$ cat config.mk
export PLATFORM = sky130hd
export DESIGN_NAME = float_to_decimal_ascii
export DESIGN_NICKNAME = d
export VERILOG_FILES = /design/src/rtl/ftoa_pkg.sv /design/src/rtl/ftoa_front.sv /design/src/rtl/ftoa_queue.sv /design/src/rtl/ftoa_back.sv /design/src/rtl/float_to_decimal_ascii.sv
export SDC_FILE = /design/constraint.sdc
export NUM_CORES = 1
export LEC_CHECK = 0
export BUFFER_PORTS_ARGS = -buffer_cell sky130_fd_sc_hd__buf_2
export CAP_MARGIN = 20
export CORE_MARGIN = 5
export CORE_UTILIZATION = 50
export CTS_CLUSTER_SIZE = 8
export DETAILED_ROUTE_END_ITERATION = 8
export HOLD_SLACK_MARGIN = 0.05
export PLACE_DENSITY = 0.68
export SLEW_MARGIN = 20
export SYNTH_ARGS = -nofsm -noshare
export SYNTH_HDL_FRONTEND = slang
export SYNTH_HIERARCHICAL = 1
export SYNTH_SLANG_ARGS = --single-unit
$ cat constraint.sdc
create_clock -name clk -period 28 [get_ports clk]
set_clock_uncertainty 0.05 [all_clocks]
set_input_delay 8.4 -clock clk [delete_from_list [all_inputs] [get_ports clk]]
set_output_delay 8.4 -clock clk [all_outputs]
set_load 0.005 [all_outputs]
$ cat src/rtl/ftoa_pkg.sv
// ----------------------------------------------------------------------------
// ftoa_pkg: shared types and constants for float to decimal text
// Field widths, exponent limits, character codes, queue word and back-end
// state encoding.
// ----------------------------------------------------------------------------
package ftoa_pkg;

  localparam int MAX_DECIMALS = 8;

  localparam int FLOAT_W    = 32;
  localparam int CHAR_W     = 8;
  localparam int CFG_W      = 4;
  localparam int SIG_W      = 24;
  localparam int FRAC_W     = 24;
  localparam int IPART_W    = 31;
  localparam int BCD_DIGITS = 10;
  localparam int BCD_W      = 4 * BCD_DIGITS;
  localparam int CNT_W      = $clog2(IPART_W);
  localparam int DCNT_W     = $clog2(BCD_DIGITS);

  // fraction digit count; must also hold the two digits of the zero text
  localparam int PLACES_W = $clog2(((MAX_DECIMALS > 2) ? MAX_DECIMALS : 2) + 1);

  // fixed-point alignment: significand shifted by (exp - 82), binary point
  // ends up between bit 68 and bit 67, fraction kept as 24 bits below it
  localparam int FIX_W        = 99;
  localparam int FIX_FRAC_LSB = 44;
  localparam int SHAMT_W      = 7;

  localparam logic [7:0] EXP_MIN    = 8'd104;  // unbiased -23
  localparam logic [7:0] EXP_MAX    = 8'd157;  // unbiased 30
  localparam logic [7:0] SHIFT_BIAS = 8'd82;

  localparam logic [CFG_W-1:0]    DP_RESET    = 4'd2;
  localparam logic [PLACES_W-1:0] ZERO_PLACES = PLACES_W'(2);
  localparam logic [PLACES_W-1:0] FLAT_PLACES = PLACES_W'(1);

  localparam logic [CHAR_W-1:0] CH_ZERO  = 8'h30;
  localparam logic [CHAR_W-1:0] CH_POINT = 8'h2E;
  localparam logic [CHAR_W-1:0] CH_ERR   = 8'h00;

  localparam int Q_DEPTH = 2;  // power of two, pointers wrap
  localparam int Q_AW    = $clog2(Q_DEPTH);
  localparam int Q_CW    = $clog2(Q_DEPTH + 1);

  typedef struct packed {
    logic                err;
    logic [IPART_W-1:0]  ipart;
    logic [FRAC_W-1:0]   frac;
    logic [PLACES_W-1:0] places;
  } job_t;

  typedef struct packed {
    logic not_empty;
    logic full;
  } q_status_t;

  typedef enum logic [2:0] {
    B_IDLE,
    B_CONV,
    B_INT,
    B_POINT,
    B_FRAC,
    B_ERR
  } back_state_t;

endpackage

$ cat src/rtl/ftoa_front.sv
// ----------------------------------------------------------------------------
// ftoa_front: input side
// Holds the decimal places register, accepts float words, classifies them
// (zero, out of range, normal) and aligns integer and fraction parts.
// ----------------------------------------------------------------------------
module ftoa_front import ftoa_pkg::*; (
  input  logic               clk,
  input  logic               rst_n,
  input  logic               in_valid,
  output logic               in_stall,
  input  logic [FLOAT_W-1:0] in_float_bits,
  input  logic               cfg_we,
  input  logic [CFG_W-1:0]   cfg_wdata,
  input  q_status_t          q_status,
  output logic               q_push,
  output job_t               q_job
);

  logic [CFG_W-1:0]    dp_r;
  logic [7:0]          exp8;
  logic                mag_zero;
  logic [SIG_W-1:0]    sig;
  logic [SHAMT_W-1:0]  shamt;
  logic [FIX_W-1:0]    fix;
  logic [IPART_W-1:0]  ipart;
  logic [FRAC_W-1:0]   frac;
  logic [PLACES_W-1:0] sat_places;

  always_ff @(posedge clk) begin
    if (!rst_n) begin
      dp_r <= DP_RESET;
    end else if (cfg_we) begin
      dp_r <= cfg_wdata;
    end
  end

  always_comb begin
    exp8     = in_float_bits[30:23];
    mag_zero = (in_float_bits[30:0] == 31'd0);
    sig      = {1'b1, in_float_bits[22:0]};
    shamt    = SHAMT_W'(exp8 - SHIFT_BIAS);
    fix      = FIX_W'(sig) << shamt;
    ipart    = fix[FIX_W-1 -: IPART_W];
    frac     = fix[FIX_FRAC_LSB +: FRAC_W];

    if (32'(dp_r) > MAX_DECIMALS) begin
      sat_places = PLACES_W'(MAX_DECIMALS);
    end else begin
      sat_places = PLACES_W'(dp_r);
    end

    q_job.err    = 1'b0;
    q_job.ipart  = ipart;
    q_job.frac   = frac;
    q_job.places = (frac == '0) ? FLAT_PLACES : sat_places;
    if (mag_zero) begin
      // "0.00": two zero fraction digits whatever the register holds
      q_job.ipart  = '0;
      q_job.frac   = '0;
      q_job.places = ZERO_PLACES;
    end else if (exp8 < EXP_MIN || exp8 > EXP_MAX) begin
      q_job.err = 1'b1;
    end
  end

  assign in_stall = q_status.full;
  assign q_push   = in_valid && !q_status.full;

endmodule

$ cat src/rtl/ftoa_queue.sv
// ----------------------------------------------------------------------------
// ftoa_queue: job queue
// Short register FIFO between front and back end.
// ----------------------------------------------------------------------------
module ftoa_queue import ftoa_pkg::*; (
  input  logic      clk,
  input  logic      rst_n,
  input  logic      push,
  input  job_t      job_in,
  input  logic      pop,
  output job_t      job_out,
  output q_status_t status
);

  job_t            mem_r [Q_DEPTH];
  logic [Q_AW-1:0] wp_r, wp_nxt;
  logic [Q_AW-1:0] rp_r, rp_nxt;
  logic [Q_CW-1:0] cnt_r, cnt_nxt;

  always_comb begin
    wp_nxt  = push ? wp_r + 1'b1 : wp_r;
    rp_nxt  = pop ? rp_r + 1'b1 : rp_r;
    cnt_nxt = cnt_r + Q_CW'(push) - Q_CW'(pop);
  end

  always_ff @(posedge clk) begin
    if (!rst_n) begin
      wp_r  <= '0;
      rp_r  <= '0;
      cnt_r <= '0;
    end else begin
      wp_r  <= wp_nxt;
      rp_r  <= rp_nxt;
      cnt_r <= cnt_nxt;
    end
  end

  always_ff @(posedge clk) begin
    if (push) begin
      mem_r[wp_r] <= job_in;
    end
  end

  assign job_out          = mem_r[rp_r];
  assign status.not_empty = (cnt_r != '0);
  assign status.full      = (cnt_r == Q_CW'(Q_DEPTH));

endmodule

$ cat src/rtl/ftoa_back.sv
// ----------------------------------------------------------------------------
// ftoa_back: character sequencer
// Converts the integer part to BCD by shift-add-3, then emits integer digits,
// point and fraction digits, or an error word, through the output register.
// ----------------------------------------------------------------------------
module ftoa_back import ftoa_pkg::*; (
  input  logic              clk,
  input  logic              rst_n,
  input  q_status_t         q_status,
  input  job_t              q_job,
  output logic              q_pop,
  output logic              out_valid,
  input  logic              out_stall,
  output logic [CHAR_W-1:0] out_char,
  output logic              out_last_char,
  output logic              out_range_error
);

  back_state_t         state_r, state_nxt;
  logic [IPART_W-1:0]  ipart_r, ipart_nxt;
  logic [BCD_W-1:0]    bcd_r, bcd_nxt;
  logic [FRAC_W-1:0]   frac_r, frac_nxt;
  logic [PLACES_W-1:0] places_r, places_nxt;
  logic [CNT_W-1:0]    cnt_r, cnt_nxt;
  logic [DCNT_W-1:0]   dcnt_r, dcnt_nxt;
  logic                started_r, started_nxt;
  logic                ov_r, ov_nxt;
  logic [CHAR_W-1:0]   och_r, och_nxt;
  logic                olast_r, olast_nxt;
  logic                oerr_r, oerr_nxt;

  logic                can_emit;
  logic [3:0]          cur;
  logic                last_digit;
  logic                skip;
  logic [BCD_W-1:0]    bcd_adj;
  logic [FRAC_W+3:0]   prod;

  assign can_emit   = !ov_r || !out_stall;
  assign cur        = bcd_r[BCD_W-1 -: 4];
  assign last_digit = (dcnt_r == DCNT_W'(BCD_DIGITS - 1));
  assign skip       = !started_r && (cur == 4'd0) && !last_digit;
  assign prod       = ((FRAC_W+4)'(frac_r) << 3) + ((FRAC_W+4)'(frac_r) << 1);

  always_comb begin
    for (int i = 0; i < BCD_DIGITS; i++) begin
      bcd_adj[4*i +: 4] = (bcd_r[4*i +: 4] >= 4'd5) ? bcd_r[4*i +: 4] + 4'd3
                                                    : bcd_r[4*i +: 4];
    end
  end

  // next state
  always_comb begin
    state_nxt = state_r;
    case (state_r)
      B_IDLE: begin
        if (q_status.not_empty) begin
          state_nxt = q_job.err ? B_ERR : B_CONV;
        end
      end
      B_CONV: begin
        if (cnt_r == CNT_W'(IPART_W - 1)) begin
          state_nxt = B_INT;
        end
      end
      B_INT: begin
        if (!skip && can_emit && last_digit) begin
          state_nxt = B_POINT;
        end
      end
      B_POINT: begin
        if (can_emit) begin
          state_nxt = (places_r == '0) ? B_IDLE : B_FRAC;
        end
      end
      B_FRAC: begin
        if (can_emit && places_r == PLACES_W'(1)) begin
          state_nxt = B_IDLE;
        end
      end
      B_ERR: begin
        if (can_emit) begin
          state_nxt = B_IDLE;
        end
      end
      default: state_nxt = B_IDLE;
    endcase
  end

  // datapath and output word
  always_comb begin
    q_pop       = 1'b0;
    ipart_nxt   = ipart_r;
    bcd_nxt     = bcd_r;
    frac_nxt    = frac_r;
    places_nxt  = places_r;
    cnt_nxt     = cnt_r;
    dcnt_nxt    = dcnt_r;
    started_nxt = started_r;
    ov_nxt      = ov_r && out_stall;
    och_nxt     = och_r;
    olast_nxt   = olast_r;
    oerr_nxt    = oerr_r;
    case (state_r)
      B_IDLE: begin
        if (q_status.not_empty) begin
          q_pop       = 1'b1;
          ipart_nxt   = q_job.ipart;
          frac_nxt    = q_job.frac;
          places_nxt  = q_job.places;
          bcd_nxt     = '0;
          cnt_nxt     = '0;
          dcnt_nxt    = '0;
          started_nxt = 1'b0;
        end
      end
      B_CONV: begin
        bcd_nxt   = {bcd_adj[BCD_W-2:0], ipart_r[IPART_W-1]};
        ipart_nxt = ipart_r << 1;
        cnt_nxt   = cnt_r + 1'b1;
      end
      B_INT: begin
        // leading zeros are dropped, a lone zero digit is still printed
        if (skip) begin
          bcd_nxt  = bcd_r << 4;
          dcnt_nxt = dcnt_r + 1'b1;
        end else if (can_emit) begin
          ov_nxt      = 1'b1;
          och_nxt     = CH_ZERO + CHAR_W'(cur);
          olast_nxt   = 1'b0;
          oerr_nxt    = 1'b0;
          started_nxt = 1'b1;
          bcd_nxt     = bcd_r << 4;
          dcnt_nxt    = dcnt_r + 1'b1;
        end
      end
      B_POINT: begin
        if (can_emit) begin
          ov_nxt    = 1'b1;
          och_nxt   = CH_POINT;
          olast_nxt = (places_r == '0);
          oerr_nxt  = 1'b0;
        end
      end
      B_FRAC: begin
        if (can_emit) begin
          ov_nxt     = 1'b1;
          och_nxt    = CH_ZERO + CHAR_W'(prod[FRAC_W+3 -: 4]);
          olast_nxt  = (places_r == PLACES_W'(1));
          oerr_nxt   = 1'b0;
          frac_nxt   = prod[FRAC_W-1:0];
          places_nxt = places_r - 1'b1;
        end
      end
      B_ERR: begin
        if (can_emit) begin
          ov_nxt    = 1'b1;
          och_nxt   = CH_ERR;
          olast_nxt = 1'b1;
          oerr_nxt  = 1'b1;
        end
      end
      default: begin
      end
    endcase
  end

  always_ff @(posedge clk) begin
    if (!rst_n) begin
      state_r   <= B_IDLE;
      ov_r      <= 1'b0;
      started_r <= 1'b0;
      cnt_r     <= '0;
      dcnt_r    <= '0;
    end else begin
      state_r   <= state_nxt;
      ov_r      <= ov_nxt;
      started_r <= started_nxt;
      cnt_r     <= cnt_nxt;
      dcnt_r    <= dcnt_nxt;
    end
  end

  always_ff @(posedge clk) begin
    ipart_r  <= ipart_nxt;
    bcd_r    <= bcd_nxt;
    frac_r   <= frac_nxt;
    places_r <= places_nxt;
    och_r    <= och_nxt;
    olast_r  <= olast_nxt;
    oerr_r   <= oerr_nxt;
  end

  assign out_valid       = ov_r;
  assign out_char        = och_r;
  assign out_last_char   = olast_r;
  assign out_range_error = oerr_r;

endmodule

$ cat src/rtl/float_to_decimal_ascii.sv
// Flow: an accepted word is written into the queue; when idle, the back end
//   takes it, converts the integer part to BCD bit-serially, then scans every
//   BCD digit position, leading zeros included, before point and fraction.
// Queueing: words are accepted while the back end is busy until the queue is
//   full; the back end handles one word at a time, range errors without BCD.
// Reset: synchronous, active low; clears queue and sequencer, decimal places 2.
// ----------------------------------------------------------------------------
// float_to_decimal_ascii: single-precision float to decimal text
// Front end classifies and aligns, a two-word queue decouples it from the
// back end, which streams one ASCII character per output word.
// ----------------------------------------------------------------------------
module float_to_decimal_ascii import ftoa_pkg::*; (
  input  logic               clk,
  input  logic               rst_n,
  input  logic               in_valid,
  output logic               in_stall,
  input  logic [FLOAT_W-1:0] in_float_bits,
  output logic               out_valid,
  input  logic               out_stall,
  output logic [CHAR_W-1:0]  out_char,
  output logic               out_last_char,
  output logic               out_range_error,
  input  logic               cfg_we,
  input  logic [CFG_W-1:0]   cfg_wdata
);

  q_status_t q_status;
  logic      q_push;
  logic      q_pop;
  job_t      job_in;
  job_t      job_out;

  ftoa_front u_front (
    .clk          (clk),
    .rst_n        (rst_n),
    .in_valid     (in_valid),
    .in_stall     (in_stall),
    .in_float_bits(in_float_bits),
    .cfg_we       (cfg_we),
    .cfg_wdata    (cfg_wdata),
    .q_status     (q_status),
    .q_push       (q_push),
    .q_job        (job_in)
  );

  ftoa_queue u_queue (
    .clk    (clk),
    .rst_n  (rst_n),
    .push   (q_push),
    .job_in (job_in),
    .pop    (q_pop),
    .job_out(job_out),
    .status (q_status)
  );

  ftoa_back u_back (
    .clk            (clk),
    .rst_n          (rst_n),
    .q_status       (q_status),
    .q_job          (job_out),
    .q_pop          (q_pop),
    .out_valid      (out_valid),
    .out_stall      (out_stall),
    .out_char       (out_char),
    .out_last_char  (out_last_char),
    .out_range_error(out_range_error)
  );

endmodule

==> impl_metrics.env <==
export IMPL_run_status="finished, final reports clean"
export IMPL_syn_area_per_cell_um2=10.7
export IMPL_worst_hold_slack_ps=430
export IMPL_worst_path_most_repeated_cell="sky130_fd_sc_hd__buf_4"
export IMPL_period_minus_slack_ps=12740
export IMPL_crit_path_start_kind="input port"
export IMPL_cts_num_sinks=250
export IMPL_rsz0062_at_grt="false"
export IMPL_place_worst_setup_slack_ps=14880
export IMPL_power_switching_uw=752
export IMPL_drt_total_wl_um=38200
export IMPL_vias_per_cell=6.07
export IMPL_buffer_ports_inserted=49
export IMPL_synth_seq_cells=250
export IMPL_timing_setup_critical_path_class="input port to register"
export IMPL_insertedDiodeCount=0
export IMPL_synth_yosys_seq_area_share=0.459
export IMPL_cts_htree_levels=2
export IMPL_internal_power_uw=1170
export IMPL_path_clk_slew_ps=50
export IMPL_tcrit_tclk_final=0.455
export IMPL_grt_pass1_wl_um=61400
export IMPL_maxCapViolations=0
export IMPL_max_clock_freq_ghz=0.0785
export IMPL_pin_count_of_the_biggest_net_entering_global_routing=82
export IMPL_gp_routability_congestion=0.947
export IMPL_initial_core_util=0.505
export IMPL_tritoncts="built"
export IMPL_timing_critical_path_cells="buf_2 > buf_4 > inv_2 > ha_1 > xor2_2 > buf_4 > mux2_2 > mux2_4 > a222oi_1 > nand4_1 > or4_1 > nor4_2 > o21ai_1"
export IMPL_route_detailed_drc=0
export IMPL_vias_in_the_first_global_route=11400
export IMPL_min_delay_path_depth=2
export IMPL_root_buffer="sky130_fd_sc_hd__clkbuf_16"
export IMPL_antenna_found_initial=0
export IMPL_layout_drive_gt1_share=0.155
export IMPL_critPathCaptureType="register"
export IMPL_route_antenna_remaining_nets=0
export IMPL_sw_frac=0.391
export IMPL_grt_util_all_layers=0.213
export IMPL_cts_max_path_buffers=3
export IMPL_post_synth_num_cell_types=95
export IMPL_post_dp_cell_area_um2=16200
export IMPL_synth_edff_count=227
export IMPL_final_hold_violation_count=0
export IMPL_cts_repair_timing_setup_buffer_count=0
export IMPL_cts_repair_resized=0
export IMPL_detailedPlacementHpwl_um=26800
export IMPL_firstDrtPassIters=5
export IMPL_power_per_cell_area_nw_per_um2=111
export IMPL_std_cell_rows=65
export IMPL_min_delay_path_class="register to register"
export IMPL_first_iteration_detailed_routing_drc_count=1045
export IMPL_timing_max_transition_violations_final=0
export IMPL_layout_commonest_cell="sky130_fd_sc_hd__edfxtp_1"
export IMPL_avgRoutedWirePerCell_um=19.9
export IMPL_relSlewSlack=0.225
export IMPL_critical_path_slowest_cell="sky130_fd_sc_hd__a222oi_1"
export IMPL_clock_power_share=0.205
export IMPL_synth_async_reset_ratio=0
export IMPL_p_leak_uw=0.00653
export IMPL_synthesis_instances=1485
export IMPL_setup_violations=0
export IMPL_numCtsBuffers=37
export IMPL_comb_power_share=0.442
export IMPL_die_y_um=188
export IMPL_die_width_um=188
export IMPL_rr_worst_depth=5
export IMPL_seqPwrFrac=0.353
export IMPL_placedCellCount=1862
export IMPL_worst_slew_pin_transition_ps=1150
export IMPL_core_area_um2=31400
export IMPL_most_used_cells_in_the_layout_excluding_fill_and_tap_cells="227 x sky130_fd_sc_hd__edfxtp_1, 224 x sky130_fd_sc_hd__nand2_1, 88 x sky130_fd_sc_hd__nor2_1"
export IMPL_critPathArrivalTime_ps=12910
export IMPL_grt_ovf=0
export IMPL_postCtsHoldBufs=0
export IMPL_area_growth_pct=8.75
export IMPL_clk_insertion_delay_late_ps=510
export IMPL_power_ir_vdd_worst_v=0.0000601
export IMPL_synth_warning_count=6
export IMPL_stdcell_count=1917
export IMPL_timing_setup_tns_ps=0
export IMPL_worst_path_largest_cell_delay_ps=660
export IMPL_fin_area_um2=17200
export IMPL_design_die_area_um2=35400
export IMPL_syn_cell_area_um2=15900
export IMPL_design_final_nets=1593
export IMPL_worst_endpoint_required_ps=28160
export IMPL_via_count=11600
export IMPL_ios=53
export IMPL_synth_top_flop_cell="sky130_fd_sc_hd__edfxtp_1"
export IMPL_final_critical_path_setup_slack_ps=15260
export IMPL_worst_path_max_fanout=61
[final cells by class]
cell class / instances / area (µm²)
Clock buffer: 51 / 978
Clock inverter: 4 / 48.8
Multi-Input combinational cell: 1100 / 7900
Sequential cell: 250 / 7280
Inverter: 46 / 173
Timing Repair Buffer: 64 / 358
Fill cell: 2722 / 14200
Tap cell: 402 / 503
[sequential cells by signal, indices dropped and copies added, names as in the netlist, named ones only]
register	flops
u_back/out_char	6
u_back/bcd_r	40
u_queue/cnt_r	2
u_back/ipart_r	31
u_back/cnt_r	5
u_back/dcnt_r	4
u_back/started_r	1
u_front/dp_r	4
u_back/frac_r	24
u_back/out_range_error	1
u_back/places_r	4
u_back/out_valid	1
u_queue/rp_r	1
u_queue/mem_r	120
u_back/out_last_char	1
u_queue/wp_r	1
u_back/state_r	3
[cell families (layout without fill, tap and decap cells)]
| kind of cell | after synthesis | after routing | share of synthesized area |
|---|---|---|---|
| adder cells (fa/ha/maj) | 53 | 53 | 0.0423 |
| XOR/XNOR | 43 | 43 | 0.0263 |
| AND/OR/NAND/NOR | 530 | 530 | 0.161 |
| other | 1 | 2 | 0.000237 |
| AO/OA/AOI/OAI | 330 | 330 | 0.135 |
| flip-flops | 250 | 250 | 0.459 |
| buffers and inverters | 136 | 165 | 0.0447 |
| multiplexers | 142 | 142 | 0.131 |
[power groups by stage]
stage | Combinational [µW] | Clock, µW | Sequential [µW]
after floorplan | 695 | 0 | 659
after global placement | 828 | 0 | 680
after detailed placement | 843 | 0 | 685
after CTS | 850 | 403 | 680
after global routing | 946 | 421 | 695
final | 849 | 393 | 679
[synth_stat cells (7+ instances only)]
| cell type | instances | area, µm² |
|---|---|---|
| sky130_fd_sc_hd__a21o_1 | 7 | 52.6 |
| sky130_fd_sc_hd__a21oi_1 | 78 | 390 |
| sky130_fd_sc_hd__a22oi_1 | 8 | 60.1 |
| sky130_fd_sc_hd__a31oi_1 | 12 | 75.1 |
| sky130_fd_sc_hd__and2_1 | 18 | 113 |
| sky130_fd_sc_hd__and3_1 | 9 | 56.3 |
| sky130_fd_sc_hd__buf_2 | 15 | 75.1 |
| sky130_fd_sc_hd__buf_4 | 8 | 60.1 |
| sky130_fd_sc_hd__clkbuf_1 | 46 | 173 |
| sky130_fd_sc_hd__dfxtp_1 | 23 | 460 |
| sky130_fd_sc_hd__edfxtp_1 | 227 | 6820 |
| sky130_fd_sc_hd__ha_1 | 52 | 651 |
| sky130_fd_sc_hd__inv_1 | 44 | 165 |
| sky130_fd_sc_hd__mux2_1 | 9 | 101 |
| sky130_fd_sc_hd__mux2_2 | 10 | 113 |
| sky130_fd_sc_hd__mux2_4 | 61 | 916 |
| sky130_fd_sc_hd__mux2i_1 | 37 | 370 |
| sky130_fd_sc_hd__mux4_2 | 22 | 495 |
| sky130_fd_sc_hd__nand2_1 | 224 | 841 |
| sky130_fd_sc_hd__nand2b_1 | 23 | 144 |
| sky130_fd_sc_hd__nand3_1 | 26 | 130 |
| sky130_fd_sc_hd__nand4_1 | 14 | 87.6 |
| sky130_fd_sc_hd__nor2_1 | 89 | 334 |
| sky130_fd_sc_hd__nor2b_1 | 24 | 150 |
| sky130_fd_sc_hd__nor3_1 | 30 | 150 |
| sky130_fd_sc_hd__nor3b_1 | 17 | 128 |
| sky130_fd_sc_hd__nor4_1 | 15 | 93.8 |
| sky130_fd_sc_hd__o211ai_1 | 7 | 52.6 |
| sky130_fd_sc_hd__o21ai_0 | 81 | 405 |
| sky130_fd_sc_hd__o21ai_1 | 10 | 50.1 |
| sky130_fd_sc_hd__o221ai_1 | 7 | 61.3 |
| sky130_fd_sc_hd__o22ai_1 | 32 | 200 |
| sky130_fd_sc_hd__xnor2_1 | 21 | 184 |
| sky130_fd_sc_hd__xor2_1 | 19 | 166 |
[worst max-delay path: cells and delay by family]
kind | cells | cell delay (ps)
buffers and inverters | 4 | 1110
adders and majority gates | 1 | 440
xor gates and xnor gates | 1 | 190
AOI/OAI and AO/OA | 2 | 830
and+or+nand+nor | 3 | 1170
muxes | 2 | 730
[path summary, 6_finish.rpt]
path	from	end	slack, ps
min	u_back/ipart_r[2]	u_back/ipart_r[3]	430
min reg2reg	u_back/ipart_r[2]	u_back/ipart_r[3]	430
max	in_float_bits[24]	u_queue/mem_r[1][1]	15260
max reg2reg	u_back/state_r[2]	u_back/bcd_r[16]	24970
[through the flow]
stage	total power, µW	util
after floorplan	1350	-
after global placement	1510	0.516
after detailed placement	1530	0.516
after CTS	1930	0.549
after global routing	2060	0.549
final	1920	0.549
[routing by layer]
metal | part of all wire | wire length (µm) | track usage | vias up
met3 | 0.052 | 1970 | 0.0303 | 89
met1 | 0.43 | 16500 | 0.282 | 5608
li1 | - | - | - | 5575
met2 | 0.48 | 18400 | 0.358 | 373
met4 | 0.036 | 1380 | 0.0759 | 0
met5 | 0 | 0 | 0 | -
No activity file was read; power rests on OpenSTA's default activity.
